**src/rtl/stq_pkg.sv**
```systemverilog
package stq_pkg;

  localparam int ID_W  = 8;
  localparam int DUR_W = 32;
  localparam int IVL_W = 16;

  localparam logic [IVL_W-1:0] IVL_RESET = 16'd10;

  localparam logic MODE_SLEEP = 1'b0;
  localparam logic MODE_TICK  = 1'b1;

  localparam logic STATUS_WOKEN  = 1'b0;
  localparam logic STATUS_REJECT = 1'b1;

  typedef struct packed {
    logic [ID_W-1:0] id;
    logic            status;
    logic            last;
  } result_t;

endpackage

```
**src/rtl/stq_front.sv**
```systemverilog
module stq_front #(
  parameter int TICK_BITS = 32
) (
  input  logic                        clk,
  input  logic                        rst,
  input  logic                        push,
  output logic                        full,
  input  logic                        mode,
  input  logic [stq_pkg::ID_W-1:0]    process_id,
  input  logic [stq_pkg::DUR_W-1:0]   duration_ms,
  input  logic [stq_pkg::IVL_W-1:0]   interval,
  output logic                        cmd_valid,
  input  logic                        cmd_ready,
  output logic [stq_pkg::ID_W+TICK_BITS:0] cmd_data
);

  localparam int DW     = stq_pkg::DUR_W;
  localparam int VW     = stq_pkg::IVL_W;
  localparam int QW     = DW + 1;
  localparam int STEP_W = $clog2(DW);

  localparam logic [1:0] F_IDLE = 2'd0;
  localparam logic [1:0] F_DIV  = 2'd1;
  localparam logic [1:0] F_FIN  = 2'd2;
  localparam logic [1:0] F_SEND = 2'd3;

  logic [1:0]                state;
  logic [STEP_W-1:0]         step;
  logic [DW-1:0]             dvd;
  logic [VW-1:0]             rem;
  logic [VW-1:0]             dsr;
  logic                      is_tick;
  logic [stq_pkg::ID_W-1:0]  id;
  logic [TICK_BITS-1:0]      ticks;

  logic [VW:0]               shifted;
  logic                      fits;
  logic [VW:0]               diff;
  logic [QW-1:0]             q_ceil;
  logic                      over;

  // one restoring division step: shift in the next dividend bit, try to subtract
  assign shifted = {rem, dvd[DW-1]};
  assign fits    = shifted >= {1'b0, dsr};
  assign diff    = shifted - {1'b0, dsr};

  // round up and clamp to the tick range
  assign q_ceil = {1'b0, dvd} + QW'(rem != '0);
  assign over   = |q_ceil[QW-1:TICK_BITS];

  assign full      = (state != F_IDLE);
  assign cmd_valid = (state == F_SEND);
  assign cmd_data  = {is_tick, id, ticks};

  // sequence: accept, divide bit by bit, round, hand over; a tick goes straight to hand over
  always_ff @(posedge clk) begin
    if (rst) begin
      state <= F_IDLE;
    end else begin
      case (state)
        F_IDLE: begin
          if (push) begin
            is_tick <= (mode == stq_pkg::MODE_TICK);
            id      <= process_id;
            dvd     <= duration_ms;
            rem     <= '0;
            dsr     <= (interval == '0) ? VW'(1) : interval;
            step    <= '0;
            state   <= (mode == stq_pkg::MODE_TICK) ? F_SEND : F_DIV;
          end
        end
        F_DIV: begin
          rem  <= fits ? diff[VW-1:0] : shifted[VW-1:0];
          dvd  <= {dvd[DW-2:0], fits};
          step <= step + STEP_W'(1);
          if (step == STEP_W'(DW - 1)) begin
            state <= F_FIN;
          end
        end
        F_FIN: begin
          ticks <= over ? '1 : q_ceil[TICK_BITS-1:0];
          state <= F_SEND;
        end
        F_SEND: begin
          if (cmd_ready) begin
            state <= F_IDLE;
          end
        end
        default: state <= F_IDLE;
      endcase
    end
  end

endmodule

```
**src/rtl/stq_cmd_fifo.sv**
```systemverilog
module stq_cmd_fifo #(
  parameter int WIDTH = 41
) (
  input  logic             clk,
  input  logic             rst,
  input  logic             in_valid,
  output logic             in_ready,
  input  logic [WIDTH-1:0] in_data,
  output logic             out_valid,
  input  logic             out_ready,
  output logic [WIDTH-1:0] out_data
);

  logic [WIDTH-1:0] slot [2];
  logic             wr_ptr;
  logic             rd_ptr;
  logic [1:0]       count;
  logic             wr_en;
  logic             rd_en;

  assign in_ready  = (count != 2'd2);
  assign out_valid = (count != 2'd0);
  assign out_data  = slot[rd_ptr];
  assign wr_en     = in_valid && in_ready;
  assign rd_en     = out_valid && out_ready;

  // store incoming commands
  always_ff @(posedge clk) begin
    if (wr_en) begin
      slot[wr_ptr] <= in_data;
    end
  end

  // advance pointers and fill level
  always_ff @(posedge clk) begin
    if (rst) begin
      wr_ptr <= 1'b0;
      rd_ptr <= 1'b0;
      count  <= 2'd0;
    end else begin
      if (wr_en) begin
        wr_ptr <= ~wr_ptr;
      end
      if (rd_en) begin
        rd_ptr <= ~rd_ptr;
      end
      if (wr_en && !rd_en) begin
        count <= count + 2'd1;
      end else if (rd_en && !wr_en) begin
        count <= count - 2'd1;
      end
    end
  end

endmodule

```
**src/rtl/stq_back.sv**
```systemverilog
module stq_back #(
  parameter int QUEUE_DEPTH = 16,
  parameter int TICK_BITS   = 32
) (
  input  logic                       clk,
  input  logic                       rst,
  input  logic                       cmd_valid,
  output logic                       cmd_pop,
  input  logic                       cmd_is_tick,
  input  logic [stq_pkg::ID_W-1:0]   cmd_id,
  input  logic [TICK_BITS-1:0]       cmd_ticks,
  output logic                       res_valid,
  input  logic                       res_pop,
  output stq_pkg::result_t           res
);

  localparam int CNT_W    = $clog2(QUEUE_DEPTH + 1);
  localparam int NEXT_IDX = (QUEUE_DEPTH > 1) ? 1 : 0;

  localparam logic ST_IDLE = 1'b0;
  localparam logic ST_WAKE = 1'b1;

  logic                      state;
  logic [CNT_W-1:0]          count;
  logic [stq_pkg::ID_W-1:0]  cell_id    [QUEUE_DEPTH];
  logic [TICK_BITS-1:0]      cell_ticks [QUEUE_DEPTH];
  logic [QUEUE_DEPTH-1:0]    after;

  logic             q_full;
  logic             out_free;
  logic             front_due;
  logic             dec;
  logic             shift;
  logic             insert;
  logic             emit;
  stq_pkg::result_t emit_res;

  assign q_full    = (count == CNT_W'(QUEUE_DEPTH));
  assign out_free  = !res_valid || res_pop;
  assign front_due = (count != '0) && (cell_ticks[0] == '0);

  // decide what the cell row does this cycle
  always_comb begin
    cmd_pop  = 1'b0;
    dec      = 1'b0;
    shift    = 1'b0;
    insert   = 1'b0;
    emit     = 1'b0;
    emit_res = '{id: cmd_id, status: stq_pkg::STATUS_REJECT, last: 1'b1};
    case (state)
      ST_IDLE: begin
        if (cmd_valid) begin
          if (cmd_is_tick) begin
            cmd_pop = 1'b1;
            dec     = 1'b1;
          end else if (q_full) begin
            cmd_pop = out_free;
            emit    = out_free;
          end else begin
            cmd_pop = 1'b1;
            insert  = 1'b1;
          end
        end
      end
      ST_WAKE: begin
        if (front_due && out_free) begin
          shift    = 1'b1;
          emit     = 1'b1;
          emit_res = '{id: cell_id[0], status: stq_pkg::STATUS_WOKEN,
                       last: (count == CNT_W'(1)) || (cell_ticks[NEXT_IDX] != '0)};
        end
      end
      default: ;
    endcase
  end

  // sequencer state and fill level
  always_ff @(posedge clk) begin
    if (rst) begin
      state <= ST_IDLE;
      count <= '0;
    end else begin
      case (state)
        ST_IDLE: begin
          if (dec) begin
            state <= ST_WAKE;
          end
        end
        ST_WAKE: begin
          if (!front_due) begin
            state <= ST_IDLE;
          end
        end
        default: state <= ST_IDLE;
      endcase
      if (insert) begin
        count <= count + CNT_W'(1);
      end else if (shift) begin
        count <= count - CNT_W'(1);
      end
    end
  end

  // sorted cell row: decrement, drop the front, or open a slot for the new entry
  for (genvar g = 0; g < QUEUE_DEPTH; g++) begin : g_cell
    localparam int UP = (g + 1 < QUEUE_DEPTH) ? g + 1 : g;
    localparam int DN = (g > 0) ? g - 1 : 0;

    assign after[g] = (CNT_W'(g) >= count) || (cell_ticks[g] > cmd_ticks);

    always_ff @(posedge clk) begin
      if (dec) begin
        if (cell_ticks[g] != '0) begin
          cell_ticks[g] <= cell_ticks[g] - TICK_BITS'(1);
        end
      end else if (shift) begin
        cell_id[g]    <= cell_id[UP];
        cell_ticks[g] <= cell_ticks[UP];
      end else if (insert && after[g]) begin
        if (g == 0 || !after[DN]) begin
          cell_id[g]    <= cmd_id;
          cell_ticks[g] <= cmd_ticks;
        end else begin
          cell_id[g]    <= cell_id[DN];
          cell_ticks[g] <= cell_ticks[DN];
        end
      end
    end
  end

  // result register: hold until taken
  always_ff @(posedge clk) begin
    if (rst) begin
      res_valid <= 1'b0;
    end else if (emit) begin
      res_valid <= 1'b1;
    end else if (res_pop) begin
      res_valid <= 1'b0;
    end
  end

  always_ff @(posedge clk) begin
    if (emit) begin
      res <= emit_res;
    end
  end

endmodule

```
**src/rtl/sleep_timer_queue_unit.sv**
```systemverilog
// Channel   | Direction | Handshake           | Payload
// ----------+-----------+---------------------+---------------------------------
// input     | in        | push / full         | mode, process_id, duration_ms
// result    | out       | pop / empty         | result_id, status, last
// config    | in        | cfg_write           | cfg_data (tick_interval_ms)
//
// A sleep request passes through the front one bit a cycle through the
// 32-step divider, then rounding and handover; a tick goes straight to
// handover. The cell row inserts a sleeper into its sorted place; a tick
// decrements every cell, then wakes the due ids in order as results are taken.
// Reset clears all control state; the interval returns to 10 ms.
// Either side stalls on its own: a two-entry command queue sits between them.
module sleep_timer_queue_unit #(
  parameter int QUEUE_DEPTH = 16,
  parameter int TICK_BITS   = 32
) (
  input  logic                        clk,
  input  logic                        rst,
  input  logic                        push,
  output logic                        full,
  input  logic                        mode,
  input  logic [stq_pkg::ID_W-1:0]    process_id,
  input  logic [stq_pkg::DUR_W-1:0]   duration_ms,
  output logic                        empty,
  input  logic                        pop,
  output logic [stq_pkg::ID_W-1:0]    result_id,
  output logic                        status,
  output logic                        last,
  input  logic                        cfg_write,
  input  logic [stq_pkg::IVL_W-1:0]   cfg_data
);

  localparam int CMD_W = 1 + stq_pkg::ID_W + TICK_BITS;

  logic [stq_pkg::IVL_W-1:0] tick_interval_ms;
  logic                      f_valid;
  logic                      f_ready;
  logic [CMD_W-1:0]          f_data;
  logic                      q_valid;
  logic                      q_pop;
  logic [CMD_W-1:0]          q_data;
  logic                      res_valid;
  stq_pkg::result_t          res;

  // interval register
  always_ff @(posedge clk) begin
    if (rst) begin
      tick_interval_ms <= stq_pkg::IVL_RESET;
    end else if (cfg_write) begin
      tick_interval_ms <= cfg_data;
    end
  end

  stq_front #(
    .TICK_BITS (TICK_BITS)
  ) u_front (
    .clk         (clk),
    .rst         (rst),
    .push        (push),
    .full        (full),
    .mode        (mode),
    .process_id  (process_id),
    .duration_ms (duration_ms),
    .interval    (tick_interval_ms),
    .cmd_valid   (f_valid),
    .cmd_ready   (f_ready),
    .cmd_data    (f_data)
  );

  stq_cmd_fifo #(
    .WIDTH (CMD_W)
  ) u_cmd_fifo (
    .clk       (clk),
    .rst       (rst),
    .in_valid  (f_valid),
    .in_ready  (f_ready),
    .in_data   (f_data),
    .out_valid (q_valid),
    .out_ready (q_pop),
    .out_data  (q_data)
  );

  stq_back #(
    .QUEUE_DEPTH (QUEUE_DEPTH),
    .TICK_BITS   (TICK_BITS)
  ) u_back (
    .clk         (clk),
    .rst         (rst),
    .cmd_valid   (q_valid),
    .cmd_pop     (q_pop),
    .cmd_is_tick (q_data[CMD_W-1]),
    .cmd_id      (q_data[CMD_W-2:TICK_BITS]),
    .cmd_ticks   (q_data[TICK_BITS-1:0]),
    .res_valid   (res_valid),
    .res_pop     (pop),
    .res         (res)
  );

  assign empty     = !res_valid;
  assign result_id = res.id;
  assign status    = res.status;
  assign last      = res.last;

  // a rejected request is always the only result of its input
  a_reject_last: assert property (@(posedge clk) disable iff (rst)
    (!empty && status == stq_pkg::STATUS_REJECT) |-> last)
    else $error("rejected result without last");

  // the front takes one item at a time
  a_front_busy: assert property (@(posedge clk) disable iff (rst)
    (push && !full) |=> full)
    else $error("front accepted an item without going busy");

  // reset restores the default interval
  a_ivl_reset: assert property (@(posedge clk)
    rst |=> (tick_interval_ms == stq_pkg::IVL_RESET))
    else $error("interval not restored by reset");

endmodule

```
**config.mk**
```make
export PLATFORM = sky130hd
export DESIGN_NAME = sleep_timer_queue_unit
export DESIGN_NICKNAME = d
export VERILOG_FILES = /design/src/rtl/stq_pkg.sv /design/src/rtl/stq_front.sv /design/src/rtl/stq_cmd_fifo.sv /design/src/rtl/stq_back.sv /design/src/rtl/sleep_timer_queue_unit.sv
export SDC_FILE = /design/constraint.sdc
export NUM_CORES = 2
export LEC_CHECK = 0
export BUFFER_PORTS_ARGS = -buffer_cell sky130_fd_sc_hd__buf_4
export CAP_MARGIN = 10
export CORE_ASPECT_RATIO = 0.6
export CORE_MARGIN = 2
export CORE_UTILIZATION = 55
export DETAILED_ROUTE_END_ITERATION = 8
export MAX_ROUTING_LAYER = met4
export PLACE_DENSITY = 0.71
export SLEW_MARGIN = 5
export SYNTH_ARGS = -nofsm -noshare
export SYNTH_HDL_FRONTEND = slang
export SYNTH_SLANG_ARGS = --single-unit
export TNS_END_PERCENT = 50
```
**constraint.sdc**
```tcl
create_clock -name clk -period 6.7 [get_ports clk]
set_clock_uncertainty 0.1 [all_clocks]
set_input_delay 0.67 -clock clk [delete_from_list [all_inputs] [get_ports clk]]
set_output_delay 0.67 -clock clk [all_outputs]
set_load 0.01 [all_outputs]
```
==> Word level (Yosys, flattened, before mapping) <==
Memories as Yosys holds them, arrays and structs flattened. A register that Yosys moved wholly into a read port is not among the register bits.
Index checks and enable logic that the tools add are counted.
{ "op_classes": {"muxes": 327, "n_lt_le_gt_ge": 33, "reduce_logical": 75, "n_bitwise": 82, "n_eq_ne": 10, "n_addsub": 23} }
{ "op_table": {"columns": ["operator", "count"], "rows": [
  ["$mux W32", 48],
  ["$gt A32 B32 Y1", 16],
  ["$reduce_bool A32 Y1", 16],
  ["$sub A32 B1 Y32 const B", 16],
  ["$mux W8", 31],
  ["$mux W1", 229],
  ["$or A1 B1 Y1", 78],
  ["$pmux W32 S2", 1],
  ["$ge A4 B5 Y1 const A", 8],
  ["$add A32 B1 Y33", 1],
  ["$logic_not A32 Y1", 1],
  ["$mux W16", 2],
  ["$pmux W16 S2", 1],
  ["$logic_and A1 B1 Y1", 22],
  ["$ge A3 B5 Y1 const A", 4],
  ["$mux W10", 2],
  ["$logic_or A1 B1 Y1", 18],
  ["$ge A17 B16 Y1", 1],
  ["$logic_not A16 Y1", 1],
  ["$reduce_bool A16 Y1", 1],
  ["$sub A16 B16 Y16", 1],
  ["$mux W5", 3],
  ["$mux W2", 6],
  ["$reduce_bool A2 Y1", 6],
  ["21 further kinds", 37]
]} }
{ "totals": {"ramBits": 722, "ff_bits": 149, "n_memories": 3} }
{ "mem_list": {"columns": ["memory", "depth", "word_bits", "rd", "rd_ports_with_merged_regs", "wr", "line_no", "source"], "rows": [
  ["u_back.cell_ticks", 16, 32, 16, 0, 16, "stq_back.sv:26", "logic [TICK_BITS-1:0] cell_ticks [QUEUE_DEPTH];"],
  ["u_back.cell_id", 16, 8, 16, 0, 16, "stq_back.sv:25", "logic [stq_pkg::ID_W-1:0] cell_id [QUEUE_DEPTH];"],
  ["u_cmd_fifo.slot", 2, 41, 1, 1, 1, "stq_cmd_fifo.sv:14", "logic [WIDTH-1:0] slot [2];"]
]} }

==> Logic depth before layout (Yosys ltp) <==
{ "logic_depth": {"depth_word": 12, "depth_mapped": 17, "ltp_nobuf": 12} }

==> By module <==
Synthesis repeated with hierarchy kept, for this count alone.
{ "unflattened": {"hier_cells": 6961, "hier_area_um2": 67591.1} }
{ "modules_own_cells": {"columns": ["module", "area_each_um2", "n_inst", "seq_area_each_um2", "cells_per_inst"], "rows": [
  ["stq_back", 57711.6, 1, 19658.9, 6218],
  ["stq_front", 6120.9, 1, 3343.2, 538],
  ["stq_cmd_fifo", 3171.8, 1, 2562.5, 152],
  ["sleep_timer_queue_unit", 586.8, 1, 320.3, 53]
]} }

==> Worst setup path after synthesis <==
Ideal clock, no wire load.
{ "synth_timing": {"kind": "reg2reg", "from": "reg with a tool-made name", "to": "mem u_back.cell_ticks[0][0], enable pin", "arrival_ps": 5250, "setup_time_ps": 561, "setup_slack_ps": 789, "path_stages_with_launch": 17, "cell_sequence": "dfxtp_1 > clkbuf_1 > clkbuf_1 > clkbuf_1 > mux2_2 > inv_1 > ha_1 > a21oi_1 > o21ai_0 > a221o_1 > a22oi_1 > or4b_2 > a21oi_2 > nand2b_1 > clkbuf_1 > clkbuf_1 > nand3_1"} }
{ "synth_rtl": {"columns": ["element", "line_no"], "rows": [
  ["to (decl)", "stq_back.sv:26"]
]} }

==> results.json <==
{
  "ant_nets": 0,
  "dieWidth_microns": 457,
  "postSynthRegisterBits": 872,
  "synth_commonest_cells": "sky130_fd_sc_hd__edfxtp_1 (842), sky130_fd_sc_hd__mux2i_1 (623), sky130_fd_sc_hd__nand2_1 (589)",
  "worst-endpoint-required_ns": 7.07,
  "critical_path_arrival_ns": 6.26,
  "finalWeightedCongestion": 0.997,
  "final.setup.tns_ns": 0,
  "cts.sinks": 872,
  "overall_die_height_microns": 276,
  "clock_power_share": 0.155,
  "end_point_of_the_worst_hold_path": "u_front.id[0]$_DFFE_PP_",
  "dr_total_vias": 59737,
  "setup_repair_after_global_routing_missed_its_margin": "no",
  "grt_first_pass_wirelength_microns": 353000,
  "synth_cell_types": 88,
  "crit_fanout": 17,
  "switching_power_of_the_nets_w": 0.0160,
  "total_grt_usage": 0.373,
  "vias_per_std_cell": 7.03,
  "detail_route.wirelength_microns": 236000,
  "max-clock-path-buffers": 3,
  "maxCapViolCount": 0,
  "timing.final.setup_violations": 0,
  "ys.warnings.count": 0,
  "netlist.top_cell.by_area": "sky130_fd_sc_hd__edfxtp_1",
  "vdd_drop_max_uv": 270,
  "numCtsBuffers": 89,
  "worstSkewPairLatency_ns": 0.74,
  "initial_utilization": 0.556,
  "placeableCoreArea_sq_um": 122000,
  "internal_power_w": 0.0195,
  "yosys_most_used_dff": "sky130_fd_sc_hd__edfxtp_1",
  "final_report_hold_violation_count": 0,
  "status": "completed",
  "initial_drc_count": 9887,
  "tritoncts": "yes",
  "syn_inst": 6866,
  "critical_path.reg2reg.endpoint": "u_back.cell_id[1][56]$_DFFE_PP_",
  "initial_antenna_violation_count": 7,
  "power_frac_comb": 0.460,
  "floorplan.rows": 99,
  "power.switching_fraction": 0.451,
  "detail_route.drc_violations": 0,
  "io_pins": 74,
  "async_flop_share": 0,
  "yosys.cell_count.top_type": "sky130_fd_sc_hd__edfxtp_1",
  "die_area_sq_um": 126000,
  "setup.worst_path.start_class": "register",
  "endpoint_kind": "register",
  "grt_pass1_vias": 54263,
  "largest_cells_by_area_after_synthesis": "sky130_fd_sc_hd__edfxtp_1 (37%), sky130_fd_sc_hd__ha_1 (10%), sky130_fd_sc_hd__mux2i_1 (9.2%), sky130_fd_sc_hd__xnor2_1 (3.7%), sky130_fd_sc_hd__mux2_2 (3.6%)",
  "reg2reg_path_depth": 12,
  "cellLeakagePower_nw": 27.9,
  "post_route_core_utilization": 0.608,
  "worst_hold_path_type": "input port to register",
  "flow.area_growth_from_synthesis_pct": 9.19,
  "synth_edf_count": 842,
  "mappedNetlistArea_sq_um": 67800,
  "overflow": 0,
  "timing.max_slew.rel_slack": 0.103,
  "fin_hold_ws_ns": 0.0439,
  "drt_pass1_iterations": 8,
  "final-max-slew-violation-count": 0,
  "hp-start": "process_id[0]",
  "post_drt_wl_per_cell_microns": 27.8,
  "worst_slew_pin_slew_ns": 1.35,
  "fin_nets": 7430,
  "synth_sequential_area_ratio": 0.382,
  "timing.fmax_mhz": 170,
  "final_layout_size_suffix_gt1_frac": 0.109,
  "setup.reg_to_reg.worst_slack_ns": 0.81,
  "final_critical_path_share_of_the_clock_period": 0.879,
  "clkSlewWorstSetupHoldPaths_ns": 0.06,
  "largest_net_degree_at_the_start_of_global_routing": 148,
  "syn-mean-instance-area_sq_um": 9.88,
  "clock-root-buffer": "sky130_fd_sc_hd__clkbuf_16",
  "fin_crit_ns": 5.89,
  "seqPwrFrac": 0.385,
  "final.setup.worst_slack_ns": 0.811,
  "synth_largest_type_area_fraction": 0.373,
  "syn_nets": 7487,
  "worstSetupPathType": "register to register",
  "cts-htree-levels": 3,
  "post_cts_resized": 0,
  "power-per-cell-area_nw_per_um2": 480,
  "preCtsSetupSlack_ns": 0.917,
  "port-buffer-count": 73,
  "min_path_cells": 1,
  "place.detailed.hpwl_microns": 178000
}
cells by family (layout without fill, tap and decap cells):
kind of cell	count (synthesis)	after routing	share of synthesized area
AO/OA/AOI/OAI	1495	1495	0.143
XOR/XNOR	466	466	0.0602
adder cells (fa/ha/maj)	559	559	0.103
buffers and inverters	560	572	0.0320
flip-flops	872	872	0.382
multiplexers	838	838	0.128
other	0	4	0
AND/OR/NAND/NOR	2076	2076	0.152
worst max-delay path: stages, from the launching register on:
cell	delay (ns)
sky130_fd_sc_hd__dfxtp_2	0.66
sky130_fd_sc_hd__buf_4	0.28
sky130_fd_sc_hd__mux2_2	0.39
sky130_fd_sc_hd__inv_1	0.40
sky130_fd_sc_hd__buf_4	0.33
sky130_fd_sc_hd__ha_1	0.20
sky130_fd_sc_hd__nand4_1	0.15
sky130_fd_sc_hd__nor3_1	0.78
sky130_fd_sc_hd__nand4_1	0.32
sky130_fd_sc_hd__o211a_1	0.34
sky130_fd_sc_hd__a21boi_1	0.61
sky130_fd_sc_hd__and3_1	0.64
sky130_fd_sc_hd__mux2_2	0.42
power groups by stage:
stage / Clock [W] / Sequential (W) / Combinational, W
2_1_floorplan: 0 / 0.0118 / 0.0116
3_3_place_gp: 0 / 0.0134 / 0.0151
3_5_place_dp: 0 / 0.0134 / 0.0157
4_1_cts: 0.00550 / 0.0134 / 0.0159
5_1_grt: 0.00570 / 0.0139 / 0.0180
6_report: 0.00550 / 0.0137 / 0.0163
what timing repair did:
item / in CTS / in global routing
hold endpoints to repair: 6 / 0
buffers inserted: 0 / 0
hold buffers: 6 / 0
sequential cells by signal (all words and copies together), names as in the netlist, 2 cells and up, named ones only:
name               count
u_front.step           5
u_cmd_fifo.count       2
u_back.res            10
u_front.state          2
u_back.cell_id       128
u_front.dvd           32
u_back.cell_ticks    512
u_front.rem           16
tick_interval_ms      16
u_front.dsr           16
u_front.ticks         32
u_front.id             8
u_cmd_fifo.slot       82
u_back.count           5
cell usage in the layout (no fill, tap or decap), drive strengths merged, types with 56 or more instances in the layout:
master	count
edfxtp	842
mux2i	623
nand2	589
ha	558
o21ai	486
nor2	389
buf	297
a21oi	294
xnor2	286
nor3	253
mux2	215
xor2	180
nand3	170
nand4	161
nor4	150
o221ai	113
inv	113
clkbuf	108
a21o	98
o31ai	83
o211ai	81
or4	77
or3	74
a211oi	62
nor2b	56
worst max-delay path by stage:
| stage | to | from |
|---|---|---|
| 2_1_floorplan | u_back.cell_ticks[0][0]$_DFFE_PP_ | register |
| 3_3_place_gp | u_back.cell_ticks[10][7]$_DFFE_PP_ | register |
| 3_5_place_dp | u_back.cell_ticks[5][4]$_DFFE_PP_ | register |
| 4_1_cts | u_back.cell_ticks[5][4]$_DFFE_PP_ | register |
| 5_1_grt | u_back.cell_ticks[3][1]$_DFFE_PP_ | register |
| 6_report | u_back.cell_id[1][56]$_DFFE_PP_ | register |
layout make-up:
class | count | area (sq um)
fillers | 10097 | 47800
clock buffers | 106 | 2290
clock inverters | 54 | 738
flip-flops and latches | 872 | 25900
diodes | 4 | 10.0
well taps | 1616 | 2020
multi-input cells | 5434 | 40100
inverters | 107 | 409
repair buffers | 305 | 2620
metal layers:
layer	vias up	global-route usage	wire length [microns]
met3	335	0.150	39900
li1	26231	-	-
met5	-	-	0
met4	0	0.0746	4580
met1	28956	0.580	107000
met2	4215	0.435	85000
stage by stage:
| step | power (W) | instances | instance area (sq um) |
|---|---|---|---|
| CTS | 0.0347 | 8490 | 74000 |
| finish | 0.0355 | 8498 | 74100 |
| global placement | 0.0285 | 8324 | 70900 |
| global route | 0.0375 | 8498 | 74100 |
| detailed placement | 0.0292 | 8324 | 70900 |
| floorplan | 0.0234 | 6866 | 67800 |
No activity file was read; power rests on OpenSTA's default activity.
